## src/rtl/etrle_pkg.sv

```systemverilog
package etrle_pkg;

    // Field widths
    localparam int COLOR_BITS      = 16;
    localparam int PAL_ADDR_BITS   = 8;
    localparam int PALETTE_ENTRIES = 1 << PAL_ADDR_BITS;
    localparam int COORD_BITS      = 16;
    localparam int RUN_BITS        = 7;
    localparam int ERR_BITS        = 3;
    localparam int ACTION_BITS     = 2;
    localparam int CFG_IDX_BITS    = 1;

    // Action codes
    localparam logic [ACTION_BITS-1:0] ACT_LOAD    = 2'd0;
    localparam logic [ACTION_BITS-1:0] ACT_RESTART = 2'd1;
    localparam logic [ACTION_BITS-1:0] ACT_BYTE    = 2'd2;

    // Configuration register indexes
    localparam logic [CFG_IDX_BITS-1:0] CFG_WIDTH  = 1'd0;
    localparam logic [CFG_IDX_BITS-1:0] CFG_HEIGHT = 1'd1;

    // Error codes
    localparam logic [ERR_BITS-1:0] ERR_NONE       = 3'd0;
    localparam logic [ERR_BITS-1:0] ERR_ZERO_RUN   = 3'd1;
    localparam logic [ERR_BITS-1:0] ERR_PAST_ROW   = 3'd2;
    localparam logic [ERR_BITS-1:0] ERR_TRUNCATED  = 3'd3;
    localparam logic [ERR_BITS-1:0] ERR_INCOMPLETE = 3'd4;
    localparam logic [ERR_BITS-1:0] ERR_TRAILING   = 3'd5;

    // Item held in the input register
    typedef struct packed {
        logic [ACTION_BITS-1:0] action;
        logic [7:0]             data_byte;
        logic                   last_byte;
    } item_t;

    // Region geometry
    typedef struct packed {
        logic [COORD_BITS-1:0] width;
        logic [COORD_BITS-1:0] height;
    } region_cfg_t;

endpackage

```

## src/rtl/etrle_sprite_region_decoder.sv

```systemverilog
// Transparent run-length sprite region decoder.
// Input channel (s_*): one beat per palette load, region restart or
// encoded source byte. A load writes the palette at acceptance; a byte
// beat reads the palette at acceptance.
// Result channel (m_*): at most one beat per byte: an opaque pixel with
// its row, column and color, and/or the region_done beat carrying the
// error code on the byte marked last.
// Configuration channel (cfg_*): region width (index 0) and height
// (index 1), always ready; write only while the decoder is idle.
// Throughput: one beat per cycle on both sides when the receiver keeps
// m_ready high. A beat accepted sits in the input register while its
// palette color is read into the registered read port; its result is
// then loaded into the output register.
// A receiver stall holds the output register and backs up into the input
// register; s_ready drops only when both are full.
// Reset: decode position, sticky error and valid flags clear; width and
// height return to 1. Palette contents are undefined until loaded.
module etrle_sprite_region_decoder (
    input  logic                                   aclk,
    input  logic                                   aresetn,
    // configuration
    input  logic                                   cfg_valid,
    output logic                                   cfg_ready,
    input  logic [etrle_pkg::CFG_IDX_BITS-1:0]     cfg_index,
    input  logic [etrle_pkg::COORD_BITS-1:0]       cfg_data,
    // input channel
    input  logic                                   s_valid,
    output logic                                   s_ready,
    input  logic [etrle_pkg::ACTION_BITS-1:0]      s_action,
    input  logic [7:0]                             s_palette_index,
    input  logic [15:0]                            s_palette_color,
    input  logic [7:0]                             s_data_byte,
    input  logic                                   s_last_byte,
    // result channel
    output logic                                   m_valid,
    input  logic                                   m_ready,
    output logic                                   m_pixel_written,
    output logic [15:0]                            m_pixel_row,
    output logic [15:0]                            m_pixel_column,
    output logic [15:0]                            m_pixel_color,
    output logic                                   m_region_done,
    output logic [2:0]                             m_error_code
);

    etrle_pkg::region_cfg_t              cfg_reg, cfg_next;
    etrle_pkg::item_t                    item_reg, item_next;
    logic                                s1_valid_reg, s1_valid_next;
    logic                                dec_ready;
    logic                                accept;
    logic [etrle_pkg::COLOR_BITS-1:0]    rd_color;

    // configuration registers
    assign cfg_ready = 1'b1;

    always_comb begin
        cfg_next = cfg_reg;
        if (cfg_valid) begin
            case (cfg_index)
                etrle_pkg::CFG_WIDTH:  cfg_next.width  = cfg_data;
                etrle_pkg::CFG_HEIGHT: cfg_next.height = cfg_data;
                default: ;
            endcase
        end
    end

    // input register
    assign s_ready = !s1_valid_reg || dec_ready;
    assign accept  = s_valid && s_ready;

    always_comb begin
        s1_valid_next = s1_valid_reg;
        item_next     = item_reg;
        if (accept) begin
            s1_valid_next       = 1'b1;
            item_next.action    = s_action;
            item_next.data_byte = s_data_byte;
            item_next.last_byte = s_last_byte;
        end else if (dec_ready) begin
            s1_valid_next = 1'b0;
        end
    end

    always_ff @(posedge aclk) begin
        if (!aresetn) begin
            cfg_reg.width  <= 16'd1;
            cfg_reg.height <= 16'd1;
            s1_valid_reg   <= 1'b0;
        end else begin
            cfg_reg      <= cfg_next;
            s1_valid_reg <= s1_valid_next;
        end
    end

    always_ff @(posedge aclk) begin
        item_reg <= item_next;
    end

    // palette: written by load beats, read by byte beats at acceptance
    etrle_palette u_palette (
        .aclk    (aclk),
        .wr_en   (accept && s_action == etrle_pkg::ACT_LOAD),
        .wr_addr (s_palette_index),
        .wr_data (s_palette_color),
        .rd_en   (accept && s_action == etrle_pkg::ACT_BYTE),
        .rd_addr (s_data_byte),
        .rd_data (rd_color)
    );

    etrle_decode u_decode (
        .aclk            (aclk),
        .aresetn         (aresetn),
        .cfg             (cfg_reg),
        .in_valid        (s1_valid_reg),
        .in_item         (item_reg),
        .in_color        (rd_color),
        .in_ready        (dec_ready),
        .m_valid         (m_valid),
        .m_ready         (m_ready),
        .m_pixel_written (m_pixel_written),
        .m_pixel_row     (m_pixel_row),
        .m_pixel_column  (m_pixel_column),
        .m_pixel_color   (m_pixel_color),
        .m_region_done   (m_region_done),
        .m_error_code    (m_error_code)
    );

endmodule

```

## src/rtl/etrle_palette.sv

```systemverilog
module etrle_palette (
    input  logic                                 aclk,
    input  logic                                 wr_en,
    input  logic [etrle_pkg::PAL_ADDR_BITS-1:0]  wr_addr,
    input  logic [etrle_pkg::COLOR_BITS-1:0]     wr_data,
    input  logic                                 rd_en,
    input  logic [etrle_pkg::PAL_ADDR_BITS-1:0]  rd_addr,
    output logic [etrle_pkg::COLOR_BITS-1:0]     rd_data
);

    logic [etrle_pkg::COLOR_BITS-1:0] mem [etrle_pkg::PALETTE_ENTRIES];
    logic [etrle_pkg::COLOR_BITS-1:0] rd_data_reg;

    // one write port, one registered read port
    always_ff @(posedge aclk) begin
        if (wr_en) begin
            mem[wr_addr] <= wr_data;
        end
    end

    always_ff @(posedge aclk) begin
        if (rd_en) begin
            rd_data_reg <= mem[rd_addr];
        end
    end

    assign rd_data = rd_data_reg;

endmodule

```

## src/rtl/etrle_decode.sv

```systemverilog
module etrle_decode (
    input  logic                                  aclk,
    input  logic                                  aresetn,
    input  etrle_pkg::region_cfg_t                cfg,
    input  logic                                  in_valid,
    input  etrle_pkg::item_t                      in_item,
    input  logic [etrle_pkg::COLOR_BITS-1:0]      in_color,
    output logic                                  in_ready,
    output logic                                  m_valid,
    input  logic                                  m_ready,
    output logic                                  m_pixel_written,
    output logic [etrle_pkg::COORD_BITS-1:0]      m_pixel_row,
    output logic [etrle_pkg::COORD_BITS-1:0]      m_pixel_column,
    output logic [15:0]                           m_pixel_color,
    output logic                                  m_region_done,
    output logic [etrle_pkg::ERR_BITS-1:0]        m_error_code
);

    localparam int CB = etrle_pkg::COORD_BITS;

    // decode state
    logic [CB-1:0]                      row_reg, row_next;
    logic [CB-1:0]                      col_reg, col_next;
    logic [etrle_pkg::RUN_BITS-1:0]     lit_reg, lit_next;
    logic [etrle_pkg::ERR_BITS-1:0]     err_reg, err_next;

    // result register
    logic                               m_valid_reg, m_valid_next;
    logic                               pix_reg, pix_next;
    logic [CB-1:0]                      prow_reg, prow_next;
    logic [CB-1:0]                      pcol_reg, pcol_next;
    logic [15:0]                        pcolor_reg, pcolor_next;
    logic                               done_reg, done_next;
    logic [etrle_pkg::ERR_BITS-1:0]     code_reg, code_next;

    logic                               take;
    logic                               is_byte;
    logic                               pixel;
    logic [etrle_pkg::RUN_BITS-1:0]     run;
    logic [CB-1:0]                      room;
    logic [etrle_pkg::ERR_BITS-1:0]     final_err;

    assign in_ready = !m_valid_reg || m_ready;
    assign take     = in_valid && in_ready;
    assign is_byte  = (in_item.action == etrle_pkg::ACT_BYTE);
    assign run      = in_item.data_byte[etrle_pkg::RUN_BITS-1:0];
    assign room     = (col_reg < cfg.width) ? (cfg.width - col_reg) : '0;

    // byte decision and state update
    always_comb begin
        row_next  = row_reg;
        col_next  = col_reg;
        lit_next  = lit_reg;
        err_next  = err_reg;
        pixel     = 1'b0;
        final_err = etrle_pkg::ERR_NONE;
        if (take && is_byte) begin
            if (err_reg == etrle_pkg::ERR_NONE) begin
                if (cfg.width == '0 || cfg.height == '0) begin
                    err_next = etrle_pkg::ERR_INCOMPLETE;
                end else if (row_reg >= cfg.height) begin
                    err_next = etrle_pkg::ERR_TRAILING;
                end else if (lit_reg != '0) begin
                    pixel    = 1'b1;
                    col_next = col_reg + 1'b1;
                    lit_next = lit_reg - 1'b1;
                end else if (in_item.data_byte == 8'd0) begin
                    if (col_reg != cfg.width) begin
                        err_next = etrle_pkg::ERR_INCOMPLETE;
                    end else begin
                        row_next = row_reg + 1'b1;
                        col_next = '0;
                    end
                end else if (run == '0) begin
                    err_next = etrle_pkg::ERR_ZERO_RUN;
                end else if ({{(CB-etrle_pkg::RUN_BITS){1'b0}}, run} > room) begin
                    err_next = etrle_pkg::ERR_PAST_ROW;
                end else if (in_item.data_byte[7]) begin
                    col_next = col_reg + {{(CB-etrle_pkg::RUN_BITS){1'b0}}, run};
                end else begin
                    lit_next = run;
                end
            end
            // end of stream report, then back to region start
            if (in_item.last_byte) begin
                final_err = err_next;
                if (err_next == etrle_pkg::ERR_NONE) begin
                    if (lit_next != '0) begin
                        final_err = etrle_pkg::ERR_TRUNCATED;
                    end else if (row_next < cfg.height) begin
                        final_err = etrle_pkg::ERR_INCOMPLETE;
                    end
                end
                row_next = '0;
                col_next = '0;
                lit_next = '0;
                err_next = etrle_pkg::ERR_NONE;
            end
        end else if (take && in_item.action == etrle_pkg::ACT_RESTART) begin
            row_next = '0;
            col_next = '0;
            lit_next = '0;
            err_next = etrle_pkg::ERR_NONE;
        end
    end

    // result register load
    always_comb begin
        m_valid_next = m_valid_reg;
        pix_next     = pix_reg;
        prow_next    = prow_reg;
        pcol_next    = pcol_reg;
        pcolor_next  = pcolor_reg;
        done_next    = done_reg;
        code_next    = code_reg;
        if (in_ready) begin
            m_valid_next = take && is_byte && (pixel || in_item.last_byte);
            pix_next     = pixel;
            prow_next    = pixel ? row_reg : '0;
            pcol_next    = pixel ? col_reg : '0;
            pcolor_next  = pixel ? in_color[15:0] : '0;
            done_next    = in_item.last_byte;
            code_next    = final_err;
        end
    end

    always_ff @(posedge aclk) begin
        if (!aresetn) begin
            row_reg     <= '0;
            col_reg     <= '0;
            lit_reg     <= '0;
            err_reg     <= etrle_pkg::ERR_NONE;
            m_valid_reg <= 1'b0;
        end else begin
            row_reg     <= row_next;
            col_reg     <= col_next;
            lit_reg     <= lit_next;
            err_reg     <= err_next;
            m_valid_reg <= m_valid_next;
        end
    end

    always_ff @(posedge aclk) begin
        pix_reg    <= pix_next;
        prow_reg   <= prow_next;
        pcol_reg   <= pcol_next;
        pcolor_reg <= pcolor_next;
        done_reg   <= done_next;
        code_reg   <= code_next;
    end

    assign m_valid         = m_valid_reg;
    assign m_pixel_written = pix_reg;
    assign m_pixel_row     = prow_reg;
    assign m_pixel_column  = pcol_reg;
    assign m_pixel_color   = pcolor_reg;
    assign m_region_done   = done_reg;
    assign m_error_code    = code_reg;

endmodule

```

## config.mk

```make
export PLATFORM = sky130hd
export DESIGN_NAME = etrle_sprite_region_decoder
export DESIGN_NICKNAME = d
export VERILOG_FILES = /design/src/rtl/etrle_pkg.sv /design/src/rtl/etrle_sprite_region_decoder.sv /design/src/rtl/etrle_palette.sv /design/src/rtl/etrle_decode.sv
export SDC_FILE = /design/constraint.sdc
export NUM_CORES = 2
export LEC_CHECK = 0
export ABC_AREA = 1
export BUFFER_PORTS_ARGS = -buffer_cell sky130_fd_sc_hd__buf_4
export CELL_PAD_IN_SITES_DETAIL_PLACEMENT = 1
export CELL_PAD_IN_SITES_GLOBAL_PLACEMENT = 1
export CORE_UTILIZATION = 41
export DETAILED_ROUTE_END_ITERATION = 16
export PLACE_DENSITY_LB_ADDON = 0.1
export SETUP_SLACK_MARGIN = 0.4
export SLEW_MARGIN = 15
export SYNTH_ARGS = -nofsm -noshare
export SYNTH_HDL_FRONTEND = slang
export SYNTH_HIERARCHICAL = 1
export SYNTH_SLANG_ARGS = --single-unit
```

## constraint.sdc

```tcl
create_clock -name aclk -period 4.75 [get_ports aclk]
set_clock_uncertainty 0.05 [all_clocks]
set_input_delay 0.7125 -clock aclk [delete_from_list [all_inputs] [get_ports aclk]]
set_output_delay 0.7125 -clock aclk [all_outputs]
set_load 0.01 [all_outputs]
```

Yosys cells after proc, flatten, opt, wreduce, memory -nomap -nowiden
Memory sizes are Yosys's and may differ from the RTL's. A register that Yosys moved wholly into a read port is not among the register bits.
Index checks and enable logic that the tools add are counted.
Storage, ports and cells
  memories kept: 1
  output and inout bits: 56
  register bits after elaboration: 140
  word-level logic and storage cells: 125
  memory bits (writable): 4096
Operators by class
  add/subtract/negate cells: 5
  equal/unequal tests: 11
  order comparisons: 4
  reduce and logical (&&, ||, !) cells: 28
  bitwise logic cells: 1
  multiplexer cells: 58
Memories
  u_palette.mem: depth 256, bits a word 16, rd ports 1, clocked after memory_dff 1, wr ports 1, RTL line etrle_palette.sv:11  | logic [etrle_pkg::COLOR_BITS-1:0] mem [etrle_pkg::PALETTE_ENTRIES];
Operators by type and width (number)
  $mux W16: 22
  $mux W7: 12
  $mux W3: 15
  $add A16 B1 Y16 const B: 2
  $logic_not A16 Y1: 2
  $lt A16 B16 Y1: 2
  $add A16 B7 Y16: 1
  $ge A16 B16 Y1: 1
  $gt A7 B16 Y1: 1
  $ne A16 B16 Y1: 1
  $sub A16 B16 Y16: 1
  $ne A5 B3 Y1 const B: 3
  $reduce_bool A7 Y1: 2
  $mux W1: 9
  $logic_not A8 Y1: 1
  $reduce_and A8 Y1: 1
  $logic_and A1 B1 Y1: 7
  $logic_not A7 Y1: 1
  $sub A7 B1 Y7 const B: 1
  $logic_not A3 Y1: 2
  $ne A3 B3 Y1 const B: 2
  $reduce_and A2 Y1: 3
  $ne A5 B4 Y1 const B: 1
  $eq A2 B2 Y1 const B: 2
  7 further kinds: 12

Depth between registers and ports, before layout
  depth after elaboration: 14
  mapped depth: 37
  depth with buffers taken out: 36

By module
The synthesis kept the hierarchy.
Modules (own cells, without submodules)
  etrle_palette: cells an instance 13617, area an instance 165866.6 µm², times used 1, sequential area each 123478.4 µm²
  etrle_decode: cells an instance 1071, area an instance 7445.9 µm², times used 1, sequential area each 2452.4 µm²
  etrle_sprite_region_decoder: cells an instance 197, area an instance 1654.1 µm², times used 1, sequential area each 991.0 µm²

Least setup slack after synthesis
OpenSTA, ideal clock, no wires.
  path type: input-to-reg
  start: in m_ready
  end: mem u_palette/mem[164][0] in the netlist's numbering (enable)
  stages on the path: 10
  arrival: 3.891 ns
  library setup time: 0.388 ns
  path slack: 0.421 ns
  data required time: 4.312 ns
  path through: inv_1 -> nand2_1 -> inv_1 -> nand2_1 -> nand2_1 -> nor2_1 -> clkbuf_1 -> nand3_1 -> clkbuf_1 -> nor2_1
On the way
  word-level cells in the longest chain between the ends: 6
RTL lines
  start, declared: RTL line etrle_sprite_region_decoder.sv:36  | input logic m_ready,
  $logic_or A1 B1 Y1: RTL line etrle_decode.sv:43  | assign in_ready = !m_valid_reg || m_ready;
  named net dec_ready: RTL line etrle_sprite_region_decoder.sv:48  | logic dec_ready;
  $logic_or A1 B1 Y1: RTL line etrle_sprite_region_decoder.sv:67  | assign s_ready = !s1_valid_reg || dec_ready;
  named net s_ready: RTL line etrle_sprite_region_decoder.sv:28  | output logic s_ready,
  $logic_and A1 B1 Y1: RTL line etrle_sprite_region_decoder.sv:68  | assign accept = s_valid && s_ready;
  $logic_and A1 B1 Y1: RTL line etrle_sprite_region_decoder.sv:101  | .wr_en (accept && s_action == etrle_pkg::ACT_LOAD),
  $mux W1: RTL line etrle_palette.sv:16  | if (wr_en) begin
  $mux W1 (implied by the code): RTL line etrle_palette.sv:17  | mem[wr_addr] <= wr_data;
  end, declared: RTL line etrle_palette.sv:11
The timed path passes the listed nets, and every way through them passes these cells.

Final worst setup path
  start: reg cfg_reg[16] in the netlist's numbering
  end: reg u_decode.code_reg, in the netlist u_decode/m_error_code[2] (data pin)
On the way
  word-level cells in the longest chain between the ends: 14
  elaborated cells on any way between the ends: 37
  classes of those cells: 1 x add/sub; 3 x order compare; 1 x eq/ne; 28 x mux; 4 x reduce/logical
RTL lines
  start, declared: RTL line etrle_sprite_region_decoder.sv:45  | etrle_pkg::region_cfg_t cfg_reg, cfg_next;
  start signal, assigned: RTL line etrle_sprite_region_decoder.sv:89  | cfg_reg <= cfg_next;
  $sub A16 B16 Y16 / $lt A16 B16 Y1 (equally long branches): RTL line etrle_decode.sv:47  | assign room = (col_reg < cfg.width) ? (cfg.width - col_reg) : '0;
  $mux W16: RTL line etrle_decode.sv:47
  $gt A7 B16 Y1: RTL line etrle_decode.sv:76  | end else if ({{(CB-etrle_pkg::RUN_BITS){1'b0}}, run} > room) begin
  $mux W7 / $mux W3 (equally long branches): RTL line etrle_decode.sv:76
  $mux W7 / $mux W3 (equally long branches): RTL line etrle_decode.sv:74  | end else if (run == '0) begin
  $mux W7 / $mux W3 (equally long branches): RTL line etrle_decode.sv:67  | end else if (in_item.data_byte == 8'd0) begin
  $mux W7 / $mux W3 (equally long branches): RTL line etrle_decode.sv:63  | end else if (lit_reg != '0) begin
  $mux W7 / $mux W3 (equally long branches): RTL line etrle_decode.sv:61  | end else if (row_reg >= cfg.height) begin
  $mux W7 / $mux W3 (equally long branches): RTL line etrle_decode.sv:59  | if (cfg.width == '0 || cfg.height == '0) begin
  $mux W7 / $mux W3 (equally long branches): RTL line etrle_decode.sv:58  | if (err_reg == etrle_pkg::ERR_NONE) begin
  $mux W7 / $mux W3 (equally long branches): RTL line etrle_decode.sv:57  | if (take && is_byte) begin
  $reduce_bool A7 Y1 / $mux W3 (equally long branches): RTL line etrle_decode.sv:88, etrle_decode.sv:90
  $mux W3: RTL line etrle_decode.sv:88  | if (lit_next != '0) begin
  $mux W3 (*): RTL line etrle_decode.sv:87  | if (err_next == etrle_pkg::ERR_NONE) begin
  end signal, assigned: RTL line etrle_decode.sv:149  | code_reg <= code_next;
  end, declared: RTL line etrle_decode.sv:34  | logic [etrle_pkg::ERR_BITS-1:0] code_reg, code_next;
Mark *: on every way between the ends. The rest lies on a longest branch, timed or not. The select of a mux whose other input is x is not followed.
A chain may end at the register's enable or synchronous reset.

==> metrics.md <==
| Metric | Value |
|---|---|
| Synth area leader | edfxtp_1 |
| Height of the die | 655 um |
| H-tree level count | 5 |
| Routed Antenna Nets | 0 |
| Synth top cells by count | 4497 x nand2_1, 4176 x edfxtp_1, 4110 x nand3_1, 501 x buf_2, 479 x nor2_1 |
| Met1 GRT Util | 0.386 |
| GPL Wtd Cong | 0.856 |
| Worst Path Arrival | 4.96 ns |
| Post-DR wirelength/cell | 28.1 um |
| Worst EP required | 5.55 ns |
| DRT Pass-1 Iters | 6 |
| Async SR Flop Fraction | 0 |
| Max incr delay on CP | 0.36 ns |
| Worst Tran Pin Value | 1.12 ns |
| Hold Path Class | in2reg |
| Flop2flop setup slack | 0.58 ns |
| Tot Pwr | 81500 uW |
| Routed vias/inst | 5.65 |
| Fmax | 0.240 GHz |
| Max reg flops | 4096 |
| Flops & latches, synth | 4252 |
| Total global routing overflow | 0 |
| DIE WIDTH | 655 um |
| Row count | 239 |
| Global-route met2 utilization | 0.445 |
| CP max FO | 6 |
| Final setup viols | 0 |
| Syn Area/Cell | 11.8 sq um |
| CTS tree | built |
| Synth unique cells | 56 |
| IO Count | 113 |
| Synthesized area | 0.175 sq mm |
| Vias in the first global route | 122759 |
| Mapped Cells | 14885 |
| Leak | 0.0710 uW |
| GR Util met3 | 0.0391 |
| Minimum clock period | 4.17 ns |
| Clock Latency Late Sink | 1.04 ns |
| Initial antenna violation count | 35 |
| Hold Fails Final Rpt | 0 |
| Clock root cell | clkbuf_16 |
| Most common cell in the netlist | nand2_1 |
| Layout Nets | 15366 |
| Syn. warnings | 6 |
| Net Count, Synth | 15008 |
| CP max stage cell | fa_2 |
| Most used DFF post-synth | edfxtp_1 |
| Via count | 120362 |
| Max-cap violation count | 0 |
| CTS clk-pin slew, worst paths | 0.06 ns |
| First-pass GRT wire length | 865000 um |
| Final period util | 0.877 |
| RSZ-0062 raised after global routing | no |
| Dpl hpwl | 353000 um |
| Setup TNS | 0 ns |
| Num CTS Buffers | 461 |
| Area delta synth->final | 14.1% |
| Drc violations | 0 |
| Layout cells sized above 1 | 0.104 |
| Post-synth EDFFs | 4176 |
| Die ar. | 0.429 sq mm |
| Core Region | 0.424 sq mm |
| GRT Overall Usage | 0.274 |
| Crit Path Class | reg2reg |
| First DRT Iteration DRCs | 12107 |
| Largest net degree at the start of global routing | 153 |
| Sequential area share after synthesis | 0.725 |
| Setup crit end kind | flop |
| Ranking of synthesized cells by area | edfxtp_1 72%, nand3_1 12%, nand2_1 9.6% |
| Initial core utilization | 0.412 |
| Peak supply drop | 0.317 mV |
| PwrDens | 408 mW/mm^2 |
| Post-synth top area share | 0.717 |
| Port bufs | 111 |
| Busiest grt layer | met2 |
| Slew Viols, Final | 0 |
| Wirelength, routed | 598000 um |
| Worst path most repeated cell | nand2_1 |
| CTS Sinks | 4252 |
| CTS max path bufs | 4 |
| Outcome | finished clean |
| Slew headroom | 0.256 |
| Worst setup SP type | flop |
-- logic make-up (layout without fill, tap and decap cells) --
logic type / Yosys count / in the layout / synth area share
and+or+nand+nor: 9158 / 9159 / 0.227
adders and majority gates: 66 / 66 / 0.00481
other: 1 / 7 / 0.0000214
AOI/OAI and AO/OA: 180 / 180 / 0.00569
muxes: 1 / 1 / 0.0000644
buffers and inverters: 1202 / 1952 / 0.0356
DFF: 4252 / 4252 / 0.725
xor gates and xnor gates: 25 / 25 / 0.00125
-- per-stage QoR --
stage | setup slack, ns | hold slack (ns) | instance area [sq um] | instances | utilization
floorplan | 0.421 | 0.395 | 175000 | 14885 | -
global placement | 0.174 | 0.412 | 185000 | 20417 | 0.436
detailed placement | 0.270 | 0.411 | 185000 | 20417 | 0.436
CTS | 0.406 | 0.00319 | 199000 | 21293 | 0.470
global route | 0.365 | 0.0424 | 200000 | 21300 | 0.471
finish | 0.582 | 0.0702 | 200000 | 21305 | 0.471
-- path summary, 6_finish.rpt --
check,start,to,cells past startpoint
hold reg to reg,u_decode/lit_reg[6]$_SDFFE_PN0P_,u_decode/lit_reg[6]$_SDFFE_PN0P_,2
hold / removal,s_palette_color[8],u_palette/mem[145][8]$_DFFE_PP_,1
setup reg to reg,cfg_reg[16]$_SDFFE_PN1P_,u_decode/m_error_code[2]$_SDFFCE_PN0N_,36
setup / recovery,cfg_reg[16]$_SDFFE_PN1P_,u_decode/m_error_code[2]$_SDFFCE_PN0N_,36
-- where the power goes --
part,switching [uW],total (uW),internal [uW]
registers,44.7,41300,41200
logic,4420,5960,1540
clock network,15000,34300,19200
-- placed cells by master, fill, tap and decap left out, drive strengths merged, types with 5 or more instances in the layout --
master       instances
nand2             4503
edfxtp            4176
nand3             4116
buf                847
clkbuf             579
nor2               490
inv                240
clkinv             237
a21oi               96
dfxtp               76
ha                  64
o21ai               54
xor2                24
nor3                23
bufinv              22
dlygate4sd3         19
nand4               15
a211oi              10
clkinvlp             8
diode                6
or2                  5
a31oi                5
-- layer usage --
metal  vias up  wire, um
met5         -        23
met4         4     17200
met3       754     38500
met2      3741    282000
met1     62397    261000
li1      53466         -
-- cell type report --
cell class	count	area, sq um
Fill cell	43989	225000
Clock buffer	579	12200
Sequential cell	4252	127000
Timing Repair Buffer	866	8350
Inverter	230	917
Antenna cell	6	15.0
Clock inverter	277	2020
Tap cell	5663	7090
Multi-Input combinational cell	9432	42200
-- critical path, delay by kind of cell (launching register included) --
kind | cells | cell delay, ns
and+or+nand+nor | 24 | 1.99
adders and majority gates | 3 | 0.74
buffers and inverters | 6 | 0.59
AOI/OAI and AO/OA | 3 | 0.33
DFF | 1 | 0.32
-- what timing repair did --
action                                  in CTS  in global routing
hold buffers                                19                  0
pin swaps                                    1                 19
hold endpoints to repair                    41                  0
buffers inserted                             0                  6
endpoints found under the setup margin       4                 22
gates resized for setup                      6                 46
gates cloned                                 1                  0
Power figures use the tool's default switching activity.
